**src/rtl/core/mrtu_pkg.sv**
```systemverilog
package mrtu_pkg;

	// Fixed frame geometry of a Modbus RTU request.
	localparam int FRAME_BYTES = 8;
	localparam int FB_W = $clog2(FRAME_BYTES);
	localparam int CRC_SPAN = 6;
	localparam int MAX_READ_REGS_DEF = 7;

	// Reply layout: positions of the fixed header bytes.
	localparam int POS_ADDR = 0;
	localparam int POS_FUNC = 1;
	localparam int POS_COUNT = 2;
	localparam int POS_ONE = 3;
	localparam int HDR_BYTES = 4;

	// Only this register is ever read back on the bus.
	localparam int REG_READ_INDEX = 1;

	localparam logic [4:0] COUNT_MAX = 5'd31;
	localparam logic [15:0] CRC_INIT = 16'hFFFF;
	localparam logic [15:0] CRC_POLY = 16'hA001;
	localparam logic [7:0] FUNC_READ = 8'h03;
	localparam logic [7:0] FUNC_WRITE = 8'h06;
	localparam logic [7:0] BROADCAST_ADDR = 8'hFF;
	localparam logic [7:0] BYTE_COUNT_ONE = 8'h01;

	typedef enum logic [1:0] {
		CMD_RX_BYTE = 2'd0,
		CMD_FRAME_END = 2'd1,
		CMD_LOCAL_WRITE = 2'd2
	} cmd_code_t;

	typedef struct packed {
		logic take;
		logic check_step;
		logic decide;
		logic emit;
	} ctl_cmd_t;

	typedef struct packed {
		logic item_frame_end;
		logic check_last;
		logic reply_go;
		logic out_free;
		logic emit_last;
	} dp_stat_t;

	// One byte of CRC-16/Modbus, reflected polynomial, LSB first.
	function automatic logic [15:0] crc16_byte(input logic [15:0] crc_in,
			input logic [7:0] data);
		logic [15:0] c;
		c = crc_in ^ {8'h00, data};
		for (int b = 0; b < 8; b++) begin
			if (c[0]) begin
				c = (c >> 1) ^ CRC_POLY;
			end else begin
				c = c >> 1;
			end
		end
		return c;
	endfunction

endpackage

```
**src/rtl/core/mrtu_ctrl.sv**
```systemverilog
module mrtu_ctrl (
	input  logic                clk,
	input  logic                arst_n,
	input  logic                s_axis_tvalid,
	output logic                s_axis_tready,
	input  mrtu_pkg::dp_stat_t  stat,
	output mrtu_pkg::ctl_cmd_t  cmd
);

	typedef enum logic [1:0] {
		ST_IDLE,
		ST_CHECK,
		ST_DECIDE,
		ST_EMIT
	} state_t;

	state_t state_q;

	always_ff @(posedge clk or negedge arst_n) begin
		if (!arst_n) begin
			state_q <= ST_IDLE;
		end else begin
			case (state_q)
				ST_IDLE: begin
					if (s_axis_tvalid && stat.item_frame_end) begin
						state_q <= ST_CHECK;
					end
				end
				ST_CHECK: begin
					if (stat.check_last) begin
						state_q <= ST_DECIDE;
					end
				end
				ST_DECIDE: begin
					state_q <= stat.reply_go ? ST_EMIT : ST_IDLE;
				end
				ST_EMIT: begin
					if (stat.out_free && stat.emit_last) begin
						state_q <= ST_IDLE;
					end
				end
				default: begin
					state_q <= ST_IDLE;
				end
			endcase
		end
	end

	always_comb begin
		cmd = '0;
		s_axis_tready = 1'b0;
		case (state_q)
			ST_IDLE: begin
				s_axis_tready = 1'b1;
				cmd.take = s_axis_tvalid;
			end
			ST_CHECK: begin
				cmd.check_step = 1'b1;
			end
			ST_DECIDE: begin
				cmd.decide = 1'b1;
			end
			ST_EMIT: begin
				cmd.emit = stat.out_free;
			end
			default: begin
				cmd = '0;
			end
		endcase
	end

endmodule

```
**src/rtl/core/mrtu_dp.sv**
```systemverilog
module mrtu_dp #(
	parameter int MAX_READ_REGS = mrtu_pkg::MAX_READ_REGS_DEF
) (
	input  logic                clk,
	input  logic                arst_n,
	input  logic                slave_address_wr_en,
	input  logic [7:0]          slave_address_wr_data,
	input  logic [31:0]         s_axis_tdata,
	input  logic [1:0]          s_axis_tuser,
	input  logic                m_axis_tready,
	output logic                m_axis_tvalid,
	output logic [7:0]          m_axis_tdata,
	output logic                m_axis_tlast,
	input  mrtu_pkg::ctl_cmd_t  cmd,
	output mrtu_pkg::dp_stat_t  stat
);

	localparam int REPLY_MAX = 6 + 2 * MAX_READ_REGS;
	localparam int IW = $clog2(REPLY_MAX);
	localparam int NW = $clog2(MAX_READ_REGS + 1);

	logic [7:0]  rx_byte;
	logic [2:0]  reg_index;
	logic [15:0] reg_value;
	mrtu_pkg::cmd_code_t kind;

	logic [7:0]  frame_q [mrtu_pkg::FRAME_BYTES];
	logic [4:0]  count_q;
	logic        long_q;
	logic [7:0]  addr_q;
	logic [15:0] reg1_q;
	logic [15:0] crc_q;
	logic [2:0]  ptr_q;
	logic [NW-1:0] n_q;
	logic [IW-1:0] idx_q;
	logic        m_valid_q;
	logic [7:0]  m_data_q;
	logic        m_last_q;

	logic [15:0] field_a;
	logic [15:0] field_b;
	logic        frame_ok;
	logic [NW-1:0] n_sat;
	logic [IW-1:0] data_end;
	logic [7:0]  tx_byte;
	logic        emit_last;

	assign rx_byte = s_axis_tdata[7:0];
	assign reg_index = s_axis_tdata[10:8];
	assign reg_value = s_axis_tdata[26:11];
	assign kind = mrtu_pkg::cmd_code_t'(s_axis_tuser);

	assign field_a = {frame_q[2], frame_q[3]};
	assign field_b = {frame_q[4], frame_q[5]};

	assign frame_ok = long_q
		&& (frame_q[0] == addr_q || frame_q[0] == mrtu_pkg::BROADCAST_ADDR)
		&& (crc_q == {frame_q[7], frame_q[6]});

	assign n_sat = (field_b > 16'(MAX_READ_REGS)) ? NW'(MAX_READ_REGS) : field_b[NW-1:0];

	// Index of the CRC low byte; register data fills the span before it.
	assign data_end = IW'(mrtu_pkg::HDR_BYTES) + IW'({n_q, 1'b0});
	assign emit_last = (idx_q == data_end + IW'(1));

	always_comb begin
		if (idx_q == IW'(mrtu_pkg::POS_ADDR)) begin
			tx_byte = frame_q[0];
		end else if (idx_q == IW'(mrtu_pkg::POS_FUNC)) begin
			tx_byte = mrtu_pkg::FUNC_READ;
		end else if (idx_q == IW'(mrtu_pkg::POS_COUNT)) begin
			tx_byte = 8'({n_q, 1'b1});
		end else if (idx_q == IW'(mrtu_pkg::POS_ONE)) begin
			tx_byte = mrtu_pkg::BYTE_COUNT_ONE;
		end else if (idx_q < data_end) begin
			tx_byte = idx_q[0] ? reg1_q[7:0] : reg1_q[15:8];
		end else if (idx_q == data_end) begin
			tx_byte = crc_q[7:0];
		end else begin
			tx_byte = crc_q[15:8];
		end
	end

	always_ff @(posedge clk or negedge arst_n) begin
		if (!arst_n) begin
			count_q <= '0;
			long_q <= 1'b0;
			addr_q <= 8'd1;
			reg1_q <= '0;
			ptr_q <= '0;
			idx_q <= '0;
			m_valid_q <= 1'b0;
		end else begin
			if (slave_address_wr_en) begin
				addr_q <= slave_address_wr_data;
			end
			if (cmd.take) begin
				case (kind)
					mrtu_pkg::CMD_RX_BYTE: begin
						if (count_q < mrtu_pkg::COUNT_MAX) begin
							count_q <= count_q + 5'd1;
						end
					end
					mrtu_pkg::CMD_FRAME_END: begin
						long_q <= (count_q >= 5'(mrtu_pkg::FRAME_BYTES));
						count_q <= '0;
						ptr_q <= '0;
					end
					mrtu_pkg::CMD_LOCAL_WRITE: begin
						if (reg_index == 3'(mrtu_pkg::REG_READ_INDEX)) begin
							reg1_q <= reg_value;
						end
					end
					default: begin
					end
				endcase
			end
			if (cmd.check_step) begin
				ptr_q <= ptr_q + 3'd1;
			end
			if (cmd.decide) begin
				idx_q <= '0;
				if (frame_ok && frame_q[1] == mrtu_pkg::FUNC_WRITE
						&& field_a == 16'(mrtu_pkg::REG_READ_INDEX)) begin
					reg1_q <= field_b;
				end
			end
			if (cmd.emit) begin
				idx_q <= idx_q + IW'(1);
				m_valid_q <= 1'b1;
			end else if (m_axis_tready) begin
				m_valid_q <= 1'b0;
			end
		end
	end

	always_ff @(posedge clk) begin
		if (cmd.take && kind == mrtu_pkg::CMD_RX_BYTE
				&& count_q < 5'(mrtu_pkg::FRAME_BYTES)) begin
			frame_q[count_q[mrtu_pkg::FB_W-1:0]] <= rx_byte;
		end
		if (cmd.take && kind == mrtu_pkg::CMD_FRAME_END) begin
			crc_q <= mrtu_pkg::CRC_INIT;
		end else if (cmd.check_step) begin
			crc_q <= mrtu_pkg::crc16_byte(crc_q, frame_q[ptr_q]);
		end else if (cmd.decide) begin
			crc_q <= mrtu_pkg::CRC_INIT;
		end else if (cmd.emit && idx_q < data_end) begin
			crc_q <= mrtu_pkg::crc16_byte(crc_q, tx_byte);
		end
		if (cmd.decide) begin
			n_q <= n_sat;
		end
		if (cmd.emit) begin
			m_data_q <= tx_byte;
			m_last_q <= emit_last;
		end
	end

	assign m_axis_tvalid = m_valid_q;
	assign m_axis_tdata = m_data_q;
	assign m_axis_tlast = m_last_q;

	assign stat.item_frame_end = (kind == mrtu_pkg::CMD_FRAME_END);
	assign stat.check_last = (ptr_q == 3'(mrtu_pkg::CRC_SPAN - 1));
	assign stat.reply_go = frame_ok && frame_q[1] == mrtu_pkg::FUNC_READ
		&& frame_q[0] != mrtu_pkg::BROADCAST_ADDR;
	assign stat.out_free = !m_valid_q || m_axis_tready;
	assign stat.emit_last = emit_last;

endmodule

```
**src/rtl/core/modbus_rtu_slave_frame_handler_top.sv**
```systemverilog
// A received byte or a local register update is absorbed as soon as it is accepted.
// A frame end runs the CRC check over bytes 0 to 5 and then an accept decision; a read reply
// streams out at one byte per cycle while m_axis_tready is high, 6 + 2*n bytes with n up to MAX_READ_REGS.
// Throughput is set by the byte-wide CRC unit shared by the check and the reply.
// Reset (arst_n low, asynchronous) clears the byte count, register 1, the output
// valid and restores the slave address to 1; the frame buffer is not cleared.
module modbus_rtu_slave_frame_handler_top #(
	parameter int MAX_READ_REGS = mrtu_pkg::MAX_READ_REGS_DEF
) (
	input  logic        clk,
	input  logic        arst_n,
	// Configuration: the slave address register, written when the enable is high.
	input  logic        slave_address_wr_en,
	input  logic [7:0]  slave_address_wr_data,
	// Input items.
	input  logic        s_axis_tvalid,
	output logic        s_axis_tready,
	// Fields from bit 0 up: rx_byte [7:0], reg_index [10:8], reg_value [26:11], zero fill.
	input  logic [31:0] s_axis_tdata,
	// Fields from bit 0 up: cmd [1:0] (received byte, frame end, local update).
	input  logic [1:0]  s_axis_tuser,
	// Result items, one per reply byte.
	output logic        m_axis_tvalid,
	input  logic        m_axis_tready,
	// Fields from bit 0 up: tx_byte [7:0].
	output logic [7:0]  m_axis_tdata,
	// Marks the CRC high byte, the last item of a reply.
	output logic        m_axis_tlast
);

	// The controller sequences the frame-end work: it holds off new items while
	// the CRC over bytes 0 to 5 runs, makes the accept decision and then paces
	// the reply into the output register.
	mrtu_pkg::ctl_cmd_t cmd_w;
	mrtu_pkg::dp_stat_t stat_w;

	mrtu_ctrl u_ctrl (
		.clk           (clk),
		.arst_n        (arst_n),
		.s_axis_tvalid (s_axis_tvalid),
		.s_axis_tready (s_axis_tready),
		.stat          (stat_w),
		.cmd           (cmd_w)
	);

	// The datapath holds the frame buffer, byte count, slave address, the
	// readable register, the CRC unit and the output register.
	mrtu_dp #(
		.MAX_READ_REGS (MAX_READ_REGS)
	) u_dp (
		.clk                   (clk),
		.arst_n                (arst_n),
		.slave_address_wr_en   (slave_address_wr_en),
		.slave_address_wr_data (slave_address_wr_data),
		.s_axis_tdata          (s_axis_tdata),
		.s_axis_tuser          (s_axis_tuser),
		.m_axis_tready         (m_axis_tready),
		.m_axis_tvalid         (m_axis_tvalid),
		.m_axis_tdata          (m_axis_tdata),
		.m_axis_tlast          (m_axis_tlast),
		.cmd                   (cmd_w),
		.stat                  (stat_w)
	);

	// A reply byte is only ever loaded into a free output register.
	a_emit_free: assert property (@(posedge clk) disable iff (!arst_n)
		cmd_w.emit |-> stat_w.out_free)
		else $error("reply byte loaded into an occupied output register");

	// No item is taken while the CRC check runs.
	a_check_blocks: assert property (@(posedge clk) disable iff (!arst_n)
		cmd_w.check_step |=> !s_axis_tready)
		else $error("input accepted during the frame check");

	// After the last reply byte the block accepts items again.
	a_emit_done: assert property (@(posedge clk) disable iff (!arst_n)
		cmd_w.emit && stat_w.emit_last |=> s_axis_tready)
		else $error("block did not return to accepting items after a reply");

	// A frame end with no reply goes straight back to accepting items.
	a_no_reply: assert property (@(posedge clk) disable iff (!arst_n)
		cmd_w.decide && !stat_w.reply_go |=> s_axis_tready && !cmd_w.emit)
		else $error("rejected frame did not return to idle");

endmodule
```
**config.mk**
```make
export PLATFORM = sky130hd
export DESIGN_NAME = modbus_rtu_slave_frame_handler_top
export DESIGN_NICKNAME = d
export VERILOG_FILES = /design/src/rtl/core/mrtu_pkg.sv /design/src/rtl/core/mrtu_ctrl.sv /design/src/rtl/core/mrtu_dp.sv /design/src/rtl/core/modbus_rtu_slave_frame_handler_top.sv
export SDC_FILE = /design/constraint.sdc
export NUM_CORES = 1
export LEC_CHECK = 0
export ABC_AREA = 1
export ABC_CLOCK_PERIOD_IN_PS = 4600
export BUFFER_PORTS_ARGS = -buffer_cell sky130_fd_sc_hd__buf_2
export CORE_MARGIN = 2
export CORE_UTILIZATION = 52
export DETAILED_ROUTE_END_ITERATION = 6
export MAX_ROUTING_LAYER = met4
export PLACE_DENSITY_LB_ADDON = 0.1
export SLEW_MARGIN = 20
export SYNTH_ARGS = -nofsm -noshare
export SYNTH_HDL_FRONTEND = slang
export SYNTH_SLANG_ARGS = --single-unit
```
**constraint.sdc**
```tcl
create_clock -name clk -period 4.6 [get_ports clk]
set_clock_uncertainty 0.1 [all_clocks]
set_input_delay 0.23 -clock clk [delete_from_list [all_inputs] [get_ports clk]]
set_output_delay 0.23 -clock clk [all_outputs]
set_load 0.02 [all_outputs]
```
==> metrics, run 1 <==
outcome=complete, no violations; die area=~15000 um2; share of cells above drive strength 1=roughly 17%; max-slew violations=0; estimated wirelength of the detail-placed design=15100 um; Worst path max stage delay=between 0.9 and 1 ns; Die Width=between 100 and 150 um; Final GP Congestion=~1; peak supply drop=roughly 370 uV; Max FO, Critical Path=26; WL/cell=18.4 um; clk root buf=clkbuf_16; dpl cells=roughly 1100; critical path type=flip-flop to flip-flop; Synth area leader=edfxtp_1; die height=about 120 um; fin cells=~1100; final wirelength=20200 um; Via-to-Cell Ratio=5.67; Power per Cell Area=around 770 nW/um2; # rows=43; static leakage=~0.0038 uW; Worst Setup Start Kind=flip-flop; I/O Buffers=52; sequential share of the synthesized area=48.5%; #FFs+latches synth=between 100 and 150; CTS clk-pin slew, worst paths=around 0.060 ns; Sw Ratio=between 40% and 50%; Main synth FF type=edfxtp_1; CP Capture Type=flip-flop; CP max-delay cell=dfrtp_1; Final Util=between 60% and 70%; Seq pwr share=between 20% and 30%; Worst Path Arrival=around 3.6 ns; fillers=around 1200; Initial DRC Count=about 500; initial antenna violation count=0; CTS tree=yes; highest-count cells in the layout ignoring fill and taps=176 x nand2_1, 95 x inv_1, 80 x o21ai_0, 76 x edfxtp_1, 62 x nand3_1; crit share post-route=between 70% and 80%; Syn Nets=approximately 900; Overflow after GRT=0; drt pass-1 iters=5; combinational fraction of design power=a little over 50%; # Post-CTS Setup Buffers=0; pre-CTS WS=roughly 1.3 ns; Mean Syn Cell Area=between 8 and 9 um2; DR vias=roughly 6200; P_int=approximately 3600 uW; WP buf/inv=1; antenna fix cells=0; clock sinks=between 100 and 150; cts repair resizes=0; clock buffer depth=2; pin count of the biggest net entering global routing=42; Post-synth EDFFs=76; number of top-level pins=58; RSZ-0062 raised after global routing=false; Clk pwr share=around 22%; mapped cell area=7480 um2; commonest non-fill, non-tap cell in the layout=nand2_1; initial core utilization=a little over half; Cells after Synth=~850; GRT Overall Usage=28.8%; clock latency on the worst-skew pair=roughly 0.43 ns; # DRC=0; largest cells by area after synthesis=edfxtp_1 31%, dfrtp_1 13%, nand2_1 8.8%; Final ANT Viol Nets=0; total CTS buffers=17; Hold WC Path Type=primary input to flip-flop; Slew HR=between 30% and 40%; TNS Setup=0 ns; Worst Setup Slack, final=around 1.2 ns; Setup-failing EPs final=0; core area=14000 um2; Yosys top cell area share=roughly 31%; ys async rst share=between 30% and 40%; Max H-tree Level=4; post-layout min period=roughly 3.4 ns; vias in the first global route=5887; MaxCap Viol Count=0; Area Overhead vs Synth=15.0%; Psw=3040 uW; Worst EP required=4.82 ns; yosys warns=0; first-pass GRT wire length=31300 um; max frequency=slightly below 0.3 GHz; final hold vios=0; crit path cell chain=buf_4 -> o21ai_0 -> o211ai_1 -> nand2_1 -> xor2_2 -> xor2_1 -> nand2_1 -> nand2_1 -> nand2_1 -> nand2_1 -> nand2_1 -> nand2_1 -> nand2_1 -> nand2_1 -> nand2_1 -> nand3_1 -> nand2_1; Final nets=973; actual slew at the worst max-slew pin=between 0.9 and 1 ns; count of different cell masters after synthesis=55; Worst path most repeated cell=nand2_1; Crit path max-delay family=simple AND/OR/NAND/NOR gates
final timing paths:
kind | from | to | slack, ns | depth (start not counted)
max in group asynchronous | arst_n | u_dp.addr_q[0] | 3.77 | 2
worst min register to register | u_dp.addr_q[0] | u_dp.addr_q[0] | 0.40 | 2
worst min-delay path | s_axis_tdata[4] | u_dp.frame_q[1][4] | 0.01 | 1
worst max register to register | u_dp.ptr_q[0] | u_dp.crc_q[0] | 1.23 | 17
worst max-delay path | u_dp.ptr_q[0] | u_dp.crc_q[0] | 1.23 | 17
min in group asynchronous | arst_n | u_dp.idx_q[2] | 0.24 | 2
layer usage:
metal / global-route usage, % / vias up / wire (um) / share of wire, %
met3: 5.04 / 47 / 1230 / 6.1
met5: - / - / 0 / 0
met1: 36.4 / 2967 / 8490 / 42
met2: 46.0 / 205 / 9810 / 49
li1: - / 3024 / - / -
met4: 12.4 / 0 / 672 / 3.3
final cells by class:
cell class | instances | area, um2 | area share (%)
clock buffers | 18 | 429 | 4.99
multi-input cells | 587 | 3340 | 38.8
repair buffers | 65 | 385 | 4.48
inverters | 104 | 395 | 4.60
flip-flops and latches | 133 | 3630 | 42.2
well taps | 180 | 225 | 2.62
clock inverters | 14 | 198 | 2.30
cells by family (layout without fill, tap and decap cells):
kind of cell,count (synthesis),count (layout),share of synthesized area [%]
flops,133,133,48.5
buf+inv,127,201,7.19
fa+ha+maj,18,18,3.01
xor+xnor,29,29,4.05
mux,20,20,3.01
compound gates,165,165,12.6
simple gates,355,355,21.6
flip-flops by register name, summed over array words and instances, names as in the netlist:
register	flops
u_dp.addr_q	8
u_dp.reg1_q	16
u_ctrl.state_q	2
u_dp.m_axis_tlast	1
u_dp.frame_q	64
u_dp.idx_q	5
u_dp.long_q	1
u_dp.crc_q	16
u_dp.n_q	3
u_dp.ptr_q	3
u_dp.m_axis_tvalid	1
u_dp.count_q	5
u_dp.m_axis_tdata	8
cells in the mapped netlist, types with 7 or more instances:
master      n
edfxtp_1   76
dfrtp_1    40
nand4_1    13
o211ai_1   16
dfxtp_1    16
nor2_1     47
nor3_1     17
xor2_1     19
clkbuf_1    9
o21ai_0    80
a21oi_1    29
nand3_1    62
mux2_2     20
nand2_1   176
o21ai_1    13
inv_1      95
ha_1       18
nor4_1      7
nand2_2    14
stage by stage:
stage | power (uW) | hold WS, ns | cell area [um2]
global route | 7140 | 0.0267 | 8600
CTS | 6590 | 0.0133 | 8570
detailed placement | 5130 | 0.344 | 7840
floorplan | 4370 | -0.166 | 7480
finish | 6650 | 0.0146 | 8600
global placement | 5030 | 0.320 | 7840
power by group through the flow:
stage                     Clock, uW  Combinational [uW]  Sequential (uW)
after floorplan                   0                2640             1730
after global placement            0                3200             1830
after detailed placement          0                3290             1840
after CTS                      1460                3320             1820
after global routing           1520                3760             1860
final                          1450                3360             1830
timing repair:
item	in CTS	in global routing
endpoints found under the hold margin	49	0
endpoints found under the setup margin	0	0
hold buffers	10	0
(Power assumes the default switching activity.)
==> run 2, diff against run 1 <==
Settings changed: ABC_CLOCK_PERIOD_IN_PS 4600 to 3200.
Clock period 4.6 ns to 3.2 ns, I/O delays scaled along.
==> metrics, run 2 (synthesis gave the netlist of run 1 again) <==
estimated wirelength of the detail-placed design=15700 um (+4.4%); clock sinks=133 (unchanged); Worst Setup Start Kind=flip-flop; actual slew at the worst max-slew pin=0.857 ns (-0.0816 ns); final hold vios=0 (unchanged); static leakage=0.00407 uW (+8.4%); # DRC=0 (unchanged); Final nets=1036 (+6.5%); commonest non-fill, non-tap cell in the layout=nand2_1; share of cells above drive strength 1=22.2% (+5.2 points); crit share post-route=96.3% (+23 points); Max FO, Critical Path=7 (-73%); drt pass-1 iters=5 (unchanged); fin cells=1164 (+5.7%); peak supply drop=639 uV (+75%); I/O Buffers=52 (unchanged); critical path type=flip-flop to flip-flop; highest-count cells in the layout ignoring fill and taps=159 x nand2_1, 94 x inv_1, 80 x o21ai_0, 76 x edfxtp_1; dpl cells=1083 (+2.3%); Overflow after GRT=0 (unchanged); GRT Overall Usage=30.1% (+1.3 points); outcome=complete, no violations; Max H-tree Level=4 (unchanged); DR vias=6539 (+4.7%); CTS clk-pin slew, worst paths=0.06 ns (about the same); Worst Path Arrival=3.29 ns (-0.30 ns); number of flip-flops under the largest register name=64 (unchanged); max-slew violations=0 (unchanged); clk root buf=clkbuf_16; WP buf/inv=3 (+2); die height=124 um (unchanged); vias in the first global route=6258 (+6.3%); Slew HR=42.7% (+5.4 points); die area=15400 um2 (unchanged); Reg2Reg Depth=21 (+4); Hold WC Path Type=primary input to flip-flop; Crit path max-delay family=simple AND/OR/NAND/NOR gates; Power per Cell Area=1100 nW/um2 (+43%); MaxCap Viol Count=0 (unchanged); Die Width=124 um (unchanged); crit path cell chain=ha_4 -> inv_2 -> ha_4 -> nand2_1 -> inv_2 -> nand2_4 -> nand3_1 -> nand2_1 -> inv_1 -> nand2_1 -> nand2_1 -> nand2_2 -> nand2_2 -> nand2_2 -> nand2_4 -> nand2_4 -> xor2_1 -> o21ai_0 -> o21ai_0 -> a21oi_1 -> o21ai_0; area of the multi-input gates=3530 um2 (+5.7%); Setup-failing EPs final=0 (unchanged); fillers=1166 (-4.0%); number of top-level pins=58 (unchanged); initial antenna violation count=0 (unchanged); max frequency=0.324 GHz (+9.3%); final wirelength=21500 um (+6.4%); post-layout min period=3.08 ns (-0.288 ns); Final GP Congestion=0.973 (-2.9%); Reg2Reg Setup Slack=0.12 ns (-1.11 ns); Initial DRC Count=459 (-5.7%); Worst path max stage delay=0.43 ns (-0.49 ns); Worst path most repeated cell=nand2_1; clock buffer depth=2 (unchanged); CP endpoint=u_dp.crc_q[7]; Final ANT Viol Nets=0 (unchanged); CP Depth=21 (+4); register area=3630 um2 (unchanged); Area Overhead vs Synth=24.5%; WL/cell=18.5 um (+0.68%); core area=14000 um2 (unchanged); CTS tree=yes; CP Capture Type=flip-flop; Via-to-Cell Ratio=5.62 (-0.93%); initial core utilization=53.5% (unchanged); # rows=43 (unchanged); CP max-delay cell=edfxtp_1; reg2reg start=u_dp.n_q[1]; first-pass GRT wire length=33000 um (+5.2%); worst r2r dst=u_dp.crc_q[7]; clock latency on the worst-skew pair=0.43 ns (about the same); pin count of the biggest net entering global routing=42 (unchanged); Worst EP required=3.41 ns (-1.41 ns); total CTS buffers=17 (unchanged); worst setup path start=u_dp.n_q[1]; TNS Setup=0 ns (unchanged); antenna fix cells=0 (unchanged)
## run 2: changes by cell type in the layout (fill, tap and decap cells not counted), moves of 8 or more
cell,delta
buf_4,+32
dlygate4sd3_1,+30
nand2_1,-17
nand2_2,+11
nand3_1,-11
nand3_2,+8
## run 2: cell type report
| cell class | instances | share of cell area, % |
|---|---|---|
| Timing Repair Buffer | 128 | 10.2 |
| Inverter | 104 | 4.25 |
| Clock buffer | 19 | 4.76 |
| Sequential cell | 133 | 39.0 |
| Tap cell | 180 | 2.42 |
| Clock inverter | 13 | 1.59 |
| Multi-Input combinational cell | 587 | 37.9 |
## run 2: how the worst min path moves through the flow
stage,start,cells past startpoint,endpoint
after floorplan,arst_n,0,u_ctrl.state_q[0]
after global placement,arst_n,1,u_dp.idx_q[2]
after detailed placement,slave_address_wr_data[1],3,u_dp.addr_q[1]
after CTS,slave_address_wr_en,3,u_dp.addr_q[6]
after global routing,s_axis_tdata[26],3,u_dp.reg1_q[15]
final,slave_address_wr_en,3,u_dp.addr_q[6]
## run 2: where the power goes
group          leakage, uW  total (uW)  internal [uW]  switching, uW
registers          0.00129        2560           2200            361
logic              0.00250        5770           2090           3680
clock network     0.000277        1950           1180            772
total              0.00407       10300           5470           4810
## run 2: layer usage
layer  wire length [um]  global-route usage (%)  up-vias
met5                  0                       -        -
li1                   -                       -     3146
met2              10600                    49.8      249
met4                555                    11.2        0
met1               9110                    37.5     3099
met3               1230                    4.90       45
## run 2: what timing repair did
action / in CTS / in global routing
hold buffers: 40 / 0
pin swaps: 0 / 27
endpoints found under the hold margin: 116 / 0
endpoints found under the setup margin: 1 / 6
resized for setup: 1 / 45
buffers inserted: 0 / 9
## run 2: through the flow
stage                     area, um2  hold WS (ns)  power (uW)  util [%]  worst slack (ns)
after detailed placement       8020         0.275        7610      57.4            0.0113
after CTS                      9020       0.00167        9610      64.5            0.0384
final                          9310       0.00519       10300      66.6             0.117
after floorplan                7480        -0.236        6290         -             0.378
after global placement         8020         0.265        7460      57.4             0.102
after global routing           9310        0.0193       11000      66.6           -0.0589
## run 2: worst reg2reg max path: stages (launching register included)
cell and delay, ns:
edfxtp_1 0.43, ha_4 0.29, inv_2 0.04, ha_4 0.28, nand2_1 0.06, inv_2 0.08, nand2_4 0.09, nand3_1 0.10
nand2_1 0.08, inv_1 0.06, nand2_1 0.05, nand2_1 0.11, nand2_2 0.08, nand2_2 0.10, nand2_2 0.09, nand2_4 0.09
nand2_4 0.07, xor2_1 0.15, o21ai_0 0.21, o21ai_0 0.17, a21oi_1 0.14, o21ai_0 0.09
==> run 3, diff against run 2 <==
Settings changed: CORE_ASPECT_RATIO set to 0.75.
==> metrics, run 3 (synthesis gave the netlist of run 1 again) <==
max-slew violations=0 (unchanged); core area=13900 um2 (-0.72%); Via-to-Cell Ratio=5.65 (+0.58%); Final Hold Slack=0.0141 ns (+0.00894 ns); I/O Buffers=52 (unchanged); clock buffer depth=2 (unchanged); clock latency on the worst-skew pair=0.43 ns (about the same); Worst path max stage delay=0.39 ns (-0.04 ns); antenna fix cells=0 (unchanged); P_int=5480 uW (+0.32%); # DRC=0 (unchanged); crit share post-route=95.6% (-0.73 points); Overflow after GRT=0 (unchanged); pre-CTS WS=0.0184 ns (+0.00710 ns); commonest non-fill, non-tap cell in the layout=nand2_1; number of top-level pins=58 (unchanged); Area Overhead vs Synth=25.1%; estimated wirelength of the detail-placed design=15700 um (about the same); vias in the first global route=6345 (+1.4%); initial core utilization=53.8% (+0.39 points); CP max-delay cell=edfxtp_1; Crit path max-delay family=simple AND/OR/NAND/NOR gates; GRT Overall Usage=30.7% (+0.58 points); Final Util=67.4% (+0.79 points); met2 layer usage reported by global route=48.1% (-1.7 points); Power per Cell Area=1100 nW/um2 (-0.49%); drt pass-1 iters=6 (+1); peak supply drop=531 uV (-17%); Setup-failing EPs final=0 (unchanged); post-layout min period=3.06 ns (-0.0232 ns); actual slew at the worst max-slew pin=0.886 ns (+0.0293 ns); final hold vios=0 (unchanged); total CTS buffers=17 (unchanged); die height=108 um (-13%); Final ANT Viol Nets=0 (unchanged); initial antenna violation count=0 (unchanged); WP buf/inv=5 (+2); register area=3630 um2 (unchanged); Worst Path Arrival=3.28 ns (about the same); pin count of the biggest net entering global routing=42 (unchanged); Seq pwr share=25.0% (about the same); outcome=complete, no violations; hold depth=4 (+1); crit path cell chain=ha_1 -> inv_2 -> ha_4 -> nand3_4 -> nor2_8 -> buf_2 -> buf_4 -> o21ai_0 -> o211ai_1 -> o21ai_1 -> xor2_1 -> buf_4 -> inv_1 -> nand3_2 -> nand2_1 -> nand2_1 -> nand2_1 -> nand2_1 -> nand3_1 -> nand2_1; # rows=37 (-14%); WL/cell=18.8 um (+1.8%); final wirelength=21900 um (+1.8%); Die Width=142 um (+15%); area of the multi-input gates=3500 um2 (-0.85%); first-pass GRT wire length=34000 um (+3.2%); M3 GR Usage=5.65% (+0.75 points); DR vias=6577 (+0.58%); clk root buf=clkbuf_16; Worst Setup Start Kind=flip-flop; die area=15400 um2 (about the same); Max H-tree Level=4 (unchanged); Most Crowded Layer GR=met2; fillers=1118 (-4.1%); number of flip-flops under the largest register name=64 (unchanged); Hold WC Path Type=primary input to flip-flop; Sw Ratio=46.6% (-0.19 points); Initial DRC Count=616 (+34%); Global Route met1 Usage=40.8% (+3.3 points); Worst EP required=3.42 ns (about the same); max frequency=0.327 GHz (+0.76%); combinational fraction of design power=55.1% (-1.1 points); Worst Setup Slack, final=0.140 ns (+0.0232 ns); Worst path most repeated cell=nand2_1; Clk pwr share=19.9% (+1.0 points); Max FO, Critical Path=6 (-1); CTS clk-pin slew, worst paths=0.06 ns (about the same); MaxCap Viol Count=0 (unchanged); critical path type=flip-flop to flip-flop; Psw=4790 uW (-0.43%); Reg2Reg Depth=20 (-4.8%); highest-count cells in the layout ignoring fill and taps=163 x nand2_1, 93 x inv_1, 79 x o21ai_0, 76 x edfxtp_1, 53 x nand3_1; CTS tree=yes; clock sinks=133 (unchanged); static leakage=0.00410 uW (+0.71%); share of cells above drive strength 1=21.5% (-0.62 points); CP Depth=20 (-4.8%); Final GP Congestion=0.984 (+1.2%); CP Capture Type=flip-flop; Final nets=1041 (+0.48%); Slew HR=40.7% (-2.0 points)
## run 3: cell types whose count changed in the layout (fill, tap and decap cells not counted), sizes merged
| cell | previous run | this run |
|---|---|---|
| bufinv | 2 | 3 |
| clkinv | 4 | 5 |
| clkbuf | 19 | 17 |
| clkinvlp | 4 | 2 |
| inv | 107 | 109 |
| dlygate4sd3 | 40 | 45 |
## run 3: worst paths after layout
check	endpoint	slack (ns)	from
worst max-delay path	u_dp.crc_q[0]	0.14	u_dp.n_q[2]
worst min-delay path	u_dp.reg1_q[4]	0.01	s_axis_tdata[15]
worst max register to register	u_dp.crc_q[0]	0.14	u_dp.n_q[2]
worst min register to register	u_dp.long_q	0.40	u_dp.long_q
max in group asynchronous	u_dp.m_axis_tvalid	2.41	arst_n
min in group asynchronous	u_dp.count_q[3]	0.18	arst_n
## run 3: metal layers
metal	vias to the layer above	part of all wire, %
li1	3147	-
met1	3106	44
met2	275	46
met3	49	8.1
met4	0	2.3
met5	-	0
## run 3: repair_timing
item	4_1_cts	5_1_grt
pin swaps	0	14
endpoints found under the hold margin	119	0
setup endpoints to repair	1	5
buffers inserted	0	10
hold buffers	45	0
resized for setup	1	41
## run 3: worst register-to-register path: stages (launching register included)
cell      delay, ns
edfxtp_1       0.39
ha_1           0.31
inv_2          0.05
ha_4           0.28
nand3_4        0.10
nor2_8         0.15
buf_2          0.16
buf_4          0.12
o21ai_0        0.07
o211ai_1       0.18
o21ai_1        0.14
xor2_1         0.19
buf_4          0.16
inv_1          0.09
nand3_2        0.09
nand2_1        0.07
nand2_1        0.06
nand2_1        0.06
nand2_1        0.05
nand3_1        0.07
nand2_1        0.07
## run 3: stage by stage
step	cell area, um2	setup TNS (ns)	std cells	total power (uW)
finish	9360	0	1164	10300
global route	9360	-0.0732	1164	11000
CTS	9080	0	1154	9750
detailed placement	8010	0	1077	7630
global placement	8010	0	1077	7490
floorplan	7480	0	847	6290
## run 3: layout make-up
cell class                 instances  share of cell area, %
timing repair buffer             133                   10.7
inverter                         104                   4.23
tap                              175                   2.34
clock inverter                    15                   2.06
sequential                       133                   38.8
multi-input combinational        587                   37.4
clock buffer                      17                   4.55
## run 3: power by group through the flow
stage	Clock, uW	Combinational, uW	Sequential, uW
floorplan	0	3800	2490
global placement	0	4930	2560
detailed placement	0	5050	2580
CTS	2050	5150	2550
global route	2140	6260	2600
finish	2040	5660	2570
